## src/hw/rtl/ttl_kv_pkg.sv

```systemverilog
// ----------------------------------------------------------------------------
// ttl_kv_pkg: shared types and constants of the expiring key/value table
// Holds the command codes and the request and response payload structs.
// ----------------------------------------------------------------------------
package ttl_kv_pkg;

	// Fixed field widths of the request and response payloads.
	localparam int CMD_W    = 2;
	localparam int KEY_W    = 64;
	localparam int VALUE_W  = 64;
	localparam int TIME_W   = 32;

	// Command codes.
	localparam logic [CMD_W-1:0] CMD_PUT = 2'd0;
	localparam logic [CMD_W-1:0] CMD_GET = 2'd1;
	localparam logic [CMD_W-1:0] CMD_DEL = 2'd2;

	// A put with an expiry of zero stores this instead, since zero marks a free slot.
	localparam logic [TIME_W-1:0] EXPIRY_MIN = 32'd1;

	typedef struct packed {
		logic [CMD_W-1:0]   cmd;
		logic [KEY_W-1:0]   key;
		logic [VALUE_W-1:0] value;
		logic [TIME_W-1:0]  expiry;
		logic [TIME_W-1:0]  now;
	} req_t;

	typedef struct packed {
		logic               hit;
		logic [VALUE_W-1:0] value_out;
	} rsp_t;

endpackage

```

## src/hw/rtl/ttl_kv_table.sv

```systemverilog
// ----------------------------------------------------------------------------
// ttl_kv_table: key/value table with expiry times and earliest-expiry eviction
// ----------------------------------------------------------------------------
// Each request carries a command (put, get or delete), a key, a value, an
// expiry time and the current time. Every request returns exactly one
// response with a hit flag and the stored value on a get hit.
//
// The table is scanned one slot per cycle through a single compare unit that
// ranks expiry times; a separate comparator checks the key. A request is
// scanned over every slot (the memories have a registered read port), then
// the update step writes the table and loads the response register. The
// block takes no new request until that step has loaded the response.
//
// After reset the block clears the expiry memory one slot at a time, and
// req_stall stays high during that pass. The response sits in its own
// register, so a new request is accepted while the previous response waits.
// When rsp_stall holds the response, the next request finishes its scan and
// then waits until the response register is free.
// ----------------------------------------------------------------------------
module ttl_kv_table #(
	parameter int ENTRIES    = 16,
	parameter int KEY_BITS   = 64,
	parameter int VALUE_BITS = 64
) (
	input  logic              clk,
	input  logic              arst_n,
	input  logic              req_valid,
	output logic              req_stall,
	input  ttl_kv_pkg::req_t  req,
	output logic              rsp_valid,
	input  logic              rsp_stall,
	output ttl_kv_pkg::rsp_t  rsp
);

	localparam int IDX_W = (ENTRIES > 1) ? $clog2(ENTRIES) : 1;
	localparam int CNT_W = $clog2(ENTRIES + 1);
	localparam int TW    = ttl_kv_pkg::TIME_W;

	typedef enum logic [3:0] {
		S_CLEAR = 4'b0001,
		S_IDLE  = 4'b0010,
		S_SCAN  = 4'b0100,
		S_WRITE = 4'b1000
	} state_t;

	state_t state_q;

	// Slot memories.
	logic [KEY_BITS-1:0]   key_mem [ENTRIES];
	logic [VALUE_BITS-1:0] val_mem [ENTRIES];
	logic [TW-1:0]         exp_mem [ENTRIES];

	// Request registers.
	logic [ttl_kv_pkg::CMD_W-1:0] cmd_q;
	logic [KEY_BITS-1:0]          key_q;
	logic [VALUE_BITS-1:0]        val_q;
	logic [TW-1:0]                expiry_q;
	logic [TW-1:0]                now_q;

	// Scan counter and read stage.
	logic [CNT_W-1:0]      cnt_q;
	logic [IDX_W-1:0]      rd_addr;
	logic                  rd_en;
	logic                  rd_vld_s1;
	logic [IDX_W-1:0]      rd_idx_s1;
	logic [KEY_BITS-1:0]   rd_key_s1;
	logic [VALUE_BITS-1:0] rd_val_s1;
	logic [TW-1:0]         rd_exp_s1;

	// Scan results.
	logic                  found_q;
	logic [IDX_W-1:0]      found_idx_q;
	logic [VALUE_BITS-1:0] found_val_q;
	logic [TW-1:0]         found_exp_q;
	logic                  empty_q;
	logic [IDX_W-1:0]      empty_idx_q;
	logic                  vic_q;
	logic [IDX_W-1:0]      vic_idx_q;
	logic [TW-1:0]         vic_exp_q;

	// Shared less-than compare unit.
	logic [TW-1:0] cmp_a;
	logic [TW-1:0] cmp_b;
	logic          cmp_lt;

	// Table update controls.
	logic                  kv_we;
	logic                  exp_we;
	logic [IDX_W-1:0]      wr_addr;
	logic [TW-1:0]         wr_exp;
	logic                  expired;
	logic                  get_hit;
	logic                  rsp_free;
	logic                  req_take;
	logic                  live_s1;
	logic                  match_s1;

	logic                  rsp_valid_q;
	ttl_kv_pkg::rsp_t      rsp_q;

	assign req_take  = req_valid && !req_stall;
	assign req_stall = (state_q != S_IDLE);
	assign rsp_free  = !rsp_valid_q || !rsp_stall;
	assign rsp_valid = rsp_valid_q;
	assign rsp       = rsp_q;

	// Read address walks the slots during the scan.
	assign rd_addr = cnt_q[IDX_W-1:0];
	assign rd_en   = (state_q == S_SCAN) && (cnt_q < CNT_W'(ENTRIES));

	// The compare unit ranks expiries during the scan and checks staleness afterwards.
	always_comb begin
		if (state_q == S_SCAN) begin
			cmp_a = rd_exp_s1;
			cmp_b = vic_exp_q;
		end else begin
			cmp_a = now_q;
			cmp_b = found_exp_q;
		end
		cmp_lt = (cmp_a < cmp_b);
	end

	assign live_s1  = (rd_exp_s1 != '0);
	assign match_s1 = live_s1 && (rd_key_s1 == key_q);

	// An entry is stale on get when now is nonzero and now is not below its expiry.
	assign expired = (now_q != '0) && !cmp_lt;
	assign get_hit = (cmd_q == ttl_kv_pkg::CMD_GET) && found_q && !expired;

	// Table writes: the clearing pass after reset, then the update of one request.
	always_comb begin
		kv_we   = 1'b0;
		exp_we  = 1'b0;
		wr_addr = cnt_q[IDX_W-1:0];
		wr_exp  = '0;
		case (state_q)
			S_CLEAR: begin
				exp_we = 1'b1;
			end
			S_WRITE: begin
				if (rsp_free) begin
					case (cmd_q)
						ttl_kv_pkg::CMD_PUT: begin
							kv_we  = 1'b1;
							exp_we = 1'b1;
							wr_exp = (expiry_q != '0) ? expiry_q : ttl_kv_pkg::EXPIRY_MIN;
							if (found_q) begin
								wr_addr = found_idx_q;
							end else if (empty_q) begin
								wr_addr = empty_idx_q;
							end else begin
								wr_addr = vic_idx_q;
							end
						end
						ttl_kv_pkg::CMD_GET: begin
							exp_we  = found_q && expired;
							wr_addr = found_idx_q;
						end
						ttl_kv_pkg::CMD_DEL: begin
							exp_we  = found_q;
							wr_addr = found_idx_q;
						end
						default: begin
							exp_we = 1'b0;
						end
					endcase
				end
			end
			default: begin
				kv_we = 1'b0;
			end
		endcase
	end

	// Slot memories with a registered read port.
	always_ff @(posedge clk) begin
		if (kv_we) begin
			key_mem[wr_addr] <= key_q;
			val_mem[wr_addr] <= val_q;
		end
		if (exp_we) begin
			exp_mem[wr_addr] <= wr_exp;
		end
		rd_key_s1 <= key_mem[rd_addr];
		rd_val_s1 <= val_mem[rd_addr];
		rd_exp_s1 <= exp_mem[rd_addr];
		rd_idx_s1 <= rd_addr;
	end

	// Request capture and scan bookkeeping.
	always_ff @(posedge clk) begin
		if (req_take) begin
			cmd_q    <= req.cmd;
			key_q    <= req.key[KEY_BITS-1:0];
			val_q    <= req.value[VALUE_BITS-1:0];
			expiry_q <= req.expiry;
			now_q    <= req.now;
		end
		if (rd_vld_s1) begin
			if (match_s1 && !found_q) begin
				found_idx_q <= rd_idx_s1;
				found_val_q <= rd_val_s1;
				found_exp_q <= rd_exp_s1;
			end
			if (!live_s1 && !empty_q) begin
				empty_idx_q <= rd_idx_s1;
			end
			if (live_s1 && (!vic_q || cmp_lt)) begin
				vic_idx_q <= rd_idx_s1;
				vic_exp_q <= rd_exp_s1;
			end
		end
		if (state_q == S_WRITE && rsp_free) begin
			rsp_q.hit       <= get_hit;
			rsp_q.value_out <= get_hit ? ttl_kv_pkg::VALUE_W'(found_val_q) : '0;
		end
	end

	// Sequencer and control flags.
	always_ff @(posedge clk or negedge arst_n) begin
		if (!arst_n) begin
			state_q     <= S_CLEAR;
			cnt_q       <= '0;
			rd_vld_s1   <= 1'b0;
			found_q     <= 1'b0;
			empty_q     <= 1'b0;
			vic_q       <= 1'b0;
			rsp_valid_q <= 1'b0;
		end else begin
			rd_vld_s1 <= rd_en;
			if (rsp_valid_q && !rsp_stall) begin
				rsp_valid_q <= 1'b0;
			end
			if (rd_vld_s1) begin
				if (match_s1) begin
					found_q <= 1'b1;
				end
				if (!live_s1) begin
					empty_q <= 1'b1;
				end
				if (live_s1) begin
					vic_q <= 1'b1;
				end
			end
			case (state_q)
				S_CLEAR: begin
					if (cnt_q == CNT_W'(ENTRIES - 1)) begin
						cnt_q   <= '0;
						state_q <= S_IDLE;
					end else begin
						cnt_q <= cnt_q + 1'b1;
					end
				end
				S_IDLE: begin
					if (req_take) begin
						cnt_q   <= '0;
						found_q <= 1'b0;
						empty_q <= 1'b0;
						vic_q   <= 1'b0;
						state_q <= S_SCAN;
					end
				end
				S_SCAN: begin
					if (rd_en) begin
						cnt_q <= cnt_q + 1'b1;
					end else if (!rd_vld_s1) begin
						state_q <= S_WRITE;
					end
				end
				S_WRITE: begin
					if (rsp_free) begin
						rsp_valid_q <= 1'b1;
						state_q     <= S_IDLE;
					end
				end
				default: begin
					state_q <= S_IDLE;
				end
			endcase
		end
	end

	// The scan counter never runs past the table.
	a_cnt_range: assert property (@(posedge clk) disable iff (!arst_n)
		cnt_q <= CNT_W'(ENTRIES))
		else $error("scan counter beyond table size");

	// A new response is loaded only by the update step.
	a_rsp_from_write: assert property (@(posedge clk) disable iff (!arst_n)
		$rose(rsp_valid) |-> $past(state_q == S_WRITE))
		else $error("response raised outside the update step");

	// Only a get can report a hit.
	a_hit_on_get: assert property (@(posedge clk) disable iff (!arst_n)
		$rose(rsp_valid) && rsp.hit |-> cmd_q == ttl_kv_pkg::CMD_GET)
		else $error("hit reported for a command other than get");

	// A request is accepted only while no scan is running.
	a_no_take_in_scan: assert property (@(posedge clk) disable iff (!arst_n)
		req_valid && !req_stall |=> state_q == S_SCAN && cnt_q == '0)
		else $error("accepted request did not start a scan");

endmodule
```

## config.mk

```make
export PLATFORM = sky130hd
export DESIGN_NAME = ttl_kv_table
export DESIGN_NICKNAME = d
export VERILOG_FILES = /design/src/hw/rtl/ttl_kv_pkg.sv /design/src/hw/rtl/ttl_kv_table.sv
export SDC_FILE = /design/constraint.sdc
export NUM_CORES = 2
export LEC_CHECK = 0
export BUFFER_PORTS_ARGS = -buffer_cell sky130_fd_sc_hd__buf_2
export CAP_MARGIN = 40
export CORE_ASPECT_RATIO = 1.1
export CORE_MARGIN = 1.5
export CORE_UTILIZATION = 30
export DETAILED_ROUTE_END_ITERATION = 10
export PLACE_DENSITY = 0.51
export RECOVER_POWER = 100
export SETUP_SLACK_MARGIN = 0.15
export SLEW_MARGIN = 0
export SYNTH_ARGS = -nofsm -noshare
export SYNTH_HDL_FRONTEND = slang
export SYNTH_SLANG_ARGS = --single-unit
```

## constraint.sdc

```tcl
create_clock -name clk -period 31.7 [get_ports clk]
set_input_delay 3.17 -clock clk [delete_from_list [all_inputs] [get_ports clk]]
set_output_delay 3.17 -clock clk [all_outputs]
set_load 0.03 [all_outputs]
```

Yosys cells after proc, flatten, opt, wreduce, memory -nomap -nowiden:

Memories as Yosys holds them, arrays and structs flattened. A register that Yosys moved wholly into a read port is not among the register bits.
Index checks and enable logic that the tools add are counted.

* add/sub/neg operators: 1
* order comparisons: 2
* eq/ne operators: 15
* multiplexer cells: 46
* reduce and logical (&&, ||, !) cells: 34

Operator list (number)
* $mux W32: 6
* $reduce_bool A32 Y1: 3
* $eq A64 B64 Y1: 1
* $mux W4: 9
* $lt A32 B32 Y1: 1
* $mux W1: 23
* $pmux W4 S4: 1
* $mux W5: 3
* $pmux W5 S3: 1
* $logic_and A1 B1 Y1: 12
* $ne A2 B2 Y1 const B: 6
* $logic_not A1 Y1: 9
* $pmux W4 S2: 1
* $reduce_and A2 Y1: 3
* $add A5 B1 Y5 const B: 1
* $eq A5 B4 Y1 const B: 1
* $lt A5 B5 Y1 const B: 1
* $reduce_and A5 Y1: 1
* $eq A4 B1 Y1 const B: 1
* $eq A4 B2 Y1 const B: 1
* $eq A4 B3 Y1 const B: 1
* $eq A4 B4 Y1 const B: 1
* $ne A4 B2 Y1 const B: 1
* $pmux W1 S3: 1
* 8 further kinds: 9

* register bits after elaboration: 417
* RAM bits: 2560
* bits of input ports: 198
* output and inout bits: 67
* word-level logic and storage cells: 122
* memories kept: 3

Memory list
* key_mem: depth 16, bits a word 64, read ports 1, clocked after memory_dff 1, write ports 1, line ttl_kv_table.sv:49 `logic [KEY_BITS-1:0] key_mem [ENTRIES];`
* val_mem: depth 16, bits a word 64, read ports 1, clocked after memory_dff 1, write ports 1, line ttl_kv_table.sv:50 `logic [VALUE_BITS-1:0] val_mem [ENTRIES];`
* exp_mem: depth 16, bits a word 32, read ports 1, clocked after memory_dff 1, write ports 1, line ttl_kv_table.sv:51 `logic [TW-1:0] exp_mem [ENTRIES];`

Longest topological paths before layout:

* depth after elaboration: 11
* gate-level depth with buffers: 16

Worst setup path after synthesis:

No wires, ideal clock.

* path kind: input to register
* start: in rsp_stall
* end: mem key_mem[0][0], enable pin
* setup time: 0.772 ns
* arrival time: 12.926 ns
* required time: 30.928 ns
* setup slack: 18.002 ns
* stages: 7
* buffers on the path: 2
* cells stage by stage: a21oi_4 -> nand2b_1 -> buf_6 -> mux2_4 -> nand2b_1 -> clkbuf_1 -> nor3_1

* cells in the longest elaborated chain, start to end: 6
* elaborated cells on any way between the ends: 8

RTL lines
* from (decl): line ttl_kv_table.sv:31 `input logic rsp_stall,`
* $logic_not A1 Y1 (*): line ttl_kv_table.sv:103 `assign rsp_free = !rsp_valid_q || !rsp_stall;`
* $logic_or A1 B1 Y1 (*): line ttl_kv_table.sv:103
* $mux W1: line ttl_kv_table.sv:141 `if (rsp_free) begin`
* $mux W1: line ttl_kv_table.sv:136 `case (state_q)`
* $mux W1: line ttl_kv_table.sv:177 `if (kv_we) begin`
* $mux W1 (not written as such): line ttl_kv_table.sv:178 `key_mem[wr_addr] <= key_q;`
* to (decl): line ttl_kv_table.sv:49

Every way passes the cells marked *; elsewhere a longest branch is shown, timed or not.

==> flow_summary.json <==
{
  "timing.max_slew.rel_slack": -5.51,
  "antenna_found_initial": 31,
  "core_region_area_sq_um": 382000,
  "power.switching_mw": 2.86,
  "max-vdd-ir-drop_v": 0.0000518,
  "reg2reg_from": "cnt_q[1]",
  "io-pin-count": 265,
  "tns_ns": 0,
  "hold_end": "found_val_q[59]",
  "drt_first_pass_iters": 5,
  "vias": 51300,
  "layout.nets": 5562,
  "detailed_place_hpwl_mm": 154,
  "fp-row-count": 238,
  "intPower_mw": 8.18,
  "period_share": 0.565,
  "endpoint_kind": "register",
  "fillers": 35300,
  "viasPerCell": 4.81,
  "worstPathCellList": "clkbuf_1 > clkbuf_1 > clkbuf_1 > buf_4 > mux4_2 > mux4_2",
  "grt_use_met2": 0.233,
  "cp_num_cells": 6,
  "cp.required_ns": 32.46,
  "drc": 0,
  "cts.clk_slew.worst_paths_ns": 0.06,
  "die_h_um": 653,
  "switching_share": 0.259,
  "drt_iter0_drc": 4293,
  "clock_power_share": 0.353,
  "maxSlewViolCount": 3767,
  "r2r_cells": 6,
  "multi_input_area_sq_um": 21900,
  "cts_root_buf": "clkbuf_16",
  "clock_latency_ns": 0.94,
  "cts.htree.levels": 5,
  "synth-main-ff-cell": "edfxtp_1",
  "grt_max_degree": 140,
  "power_frac_seq": 0.475,
  "synth.distinct_cells": 50,
  "crit_arrival_ns": 18.68,
  "drive_gt1_frac": 0.263,
  "setup_ws_ns": 13.78,
  "start_kind": "register",
  "place_congestion": 0.736,
  "cts_buffers": 336,
  "synth.yosys.seq_area_share": 0.802,
  "min_path_type": "reg -> reg",
  "post-route-min-period_ns": 17.92,
  "grt-ovfl-total": 0,
  "yosysWarnings": 0,
  "die_w_um": 594,
  "cts_resized": 0,
  "grtUsageTotal": 0.141,
  "grt_pass1_vias": 54400,
  "cp_num_buf_inv": 4,
  "ant_nets": 0,
  "r2r-end": "rd_val_s1[21]",
  "area_growth_pct": 16.3,
  "cts_num_sinks": 3137,
  "ys_ff_latch": 3137,
  "hold_violations": 0,
  "post_cts_buffers": 0,
  "cts_hold_buf": 0,
  "grt_first_pass_wirelength_mm": 399,
  "port_buffers": 264,
  "slowest_stage": "clkbuf_1",
  "setup_violations": 0,
  "fmax_ghz": 0.0558,
  "combPwrFrac": 0.172,
  "finClkSkew_ns": 0.0675,
  "crit_fanout": 132,
  "p_leak_nw": 40.3,
  "max_stage_delay_ns": 6.52,
  "synth_area_per_cell_sq_um": 24.0,
  "regToRegSetupSlack_ns": 13.78,
  "powerDensity_nw_per_um2": 82.4,
  "critPathKind": "reg -> reg",
  "synth.area.top_cells": "edfxtp_1 77%, mux4_2 15%, dfxtp_1 2.8%",
  "violations": "max-capacitance violations, max-slew violations",
  "grt_busiest_layer": "met2",
  "synth-edff-count": 2959,
  "hold_depth": 0,
  "pre_cts_slack_ns": 23.80,
  "critPathTopFamily": "buffers and inverters",
  "cp_common_cell": "clkbuf_1",
  "routed_wl_mm": 278,
  "gr-usage-met3": 0.0232,
  "syn_area_sq_um": 115000,
  "synth_cells": 4795,
  "worst_pin_slew_ns": 9.76,
  "hold_start": "rd_val_s1[59]",
  "synth_nets": 5031,
  "start_util": 0.301,
  "use_met1": 0.197,
  "ctsLongestPathBuffers": 4,
  "grt_setup_unrepaired": "no",
  "yosys.area.top_type": "edfxtp_1",
  "final-seq-area_sq_um": 92500,
  "wl_per_cell_um": 26.1,
  "maxCapViolations": 95,
  "tritoncts": "built",
  "die-area_sq_um": 388000,
  "status": "finished, violations left",
  "synth_top_area_frac": 0.771,
  "async_reset_ff_frac": 0.00446
}
layout make-up:
class | instances | share of cell area
flip-flops and latches | 3137 | 0.690
multi-input cells | 1423 | 0.164
clock buffers | 457 | 0.0691
well taps | 5040 | 0.0471
repair buffers | 416 | 0.0161
clock inverters | 167 | 0.0136
inverters | 12 | 0.000345
diodes | 3 | 0.0000560
logic make-up (layout without fill, tap and decap cells):
| logic type | after synthesis | after routing | share of synthesized area |
|---|---|---|---|
| flip-flops | 3137 | 3137 | 0.802 |
| multiplexers | 837 | 837 | 0.158 |
| AND/OR/NAND/NOR | 379 | 379 | 0.0175 |
| buffers and inverters | 235 | 1052 | 0.00793 |
| AO/OA/AOI/OAI | 104 | 104 | 0.00551 |
| XOR/XNOR | 65 | 65 | 0.00494 |
| adder cells (fa/ha/maj) | 38 | 38 | 0.00412 |
| other | 0 | 3 | 0 |
cell usage after synthesis, drive strengths merged (2+ instances only):
cell and instances:
nor2 28, dfrtp 13, and2 65, mux2 4, mux2i 52, edfxtp 2959
nor4b 2, a211oi 26, nand4 22, buf 77, and3 31, nor3 14
nor2b 24, a221oi 2, o21ai 24, clkbuf 146, or3 2, nor4 52
ha 38, xor2 33, mux4 781, nand3 10, nand2 117, inv 12
dfxtp 164, xnor2 32, or4b 3, nand2b 7, a22oi 3, a21oi 42
registers in the layout (all words and copies together) (netlist names), 5 cells and up:
signal	count
cnt_q	5
exp_mem	512
expiry_q	32
found_exp_q	32
found_val_q	64
key_mem	1024
key_q	64
now_q	32
rd_exp_s1	32
rd_key_s1	64
rd_val_s1	64
rsp	65
val_mem	1024
val_q	64
vic_exp_q	32
worst reg2reg max path, stage by stage, from the launching register on:
cell	delay, ns
dfrtp_1	0.53
clkbuf_1	2.43
clkbuf_1	5.32
clkbuf_1	6.72
buf_4	1.74
mux4_2	0.47
mux4_2	0.55
worst max path at each step:
stage | start | end
after detailed placement | rsp_stall | key_mem[7][59]
after floorplan | rsp_stall | key_mem[0][0]
final | cnt_q[1] | rd_val_s1[21]
after global placement | rsp_stall | val_mem[9][48]
after global routing | cnt_q[1] | rd_val_s1[63]
after CTS | rsp_stall | key_mem[7][38]
power groups by stage:
stage / combinational [mW] / sequential (mW) / clock (mW)
floorplan: 1.30 / 5.18 / 0
global placement: 1.80 / 5.33 / 0
detailed placement: 1.88 / 5.33 / 0
CTS: 1.89 / 5.25 / 4.01
global route: 2.04 / 5.28 / 4.16
finish: 1.90 / 5.25 / 3.90
layout by cell type (no fill, tap or decap), drive strengths merged, types with 31 or more instances in the layout:
cell / n
mux4: 781
dfxtp: 164
and3: 31
edfxtp: 2959
clkbuf: 689
buf: 184
and2: 65
clkinv: 114
xor2: 33
nor4: 52
ha: 38
a21oi: 42
nand2: 117
xnor2: 32
mux2i: 52
stage by stage:
step | util | instances | hold WS, ns | instance area, sq um | power [mW]
final | 0.350 | 10700 | 0.398 | 134000 | 11.0
after global routing | 0.350 | 10700 | 0.408 | 134000 | 11.5
after CTS | 0.354 | 10700 | 0.401 | 135000 | 11.1
after detailed placement | 0.325 | 10000 | 0.390 | 124000 | 7.21
after global placement | 0.322 | 9982 | 0.389 | 123000 | 7.12
after floorplan | - | 4795 | 0.366 | 115000 | 6.48
layer usage:
metal	up-vias	share of wire	wire (um)
met4	4	0.019	5240
met5	-	0.000083	23
met3	385	0.051	14200
met1	28100	0.44	123000
li1	21400	-	-
met2	1334	0.49	136000
(Power assumes the default switching activity.)
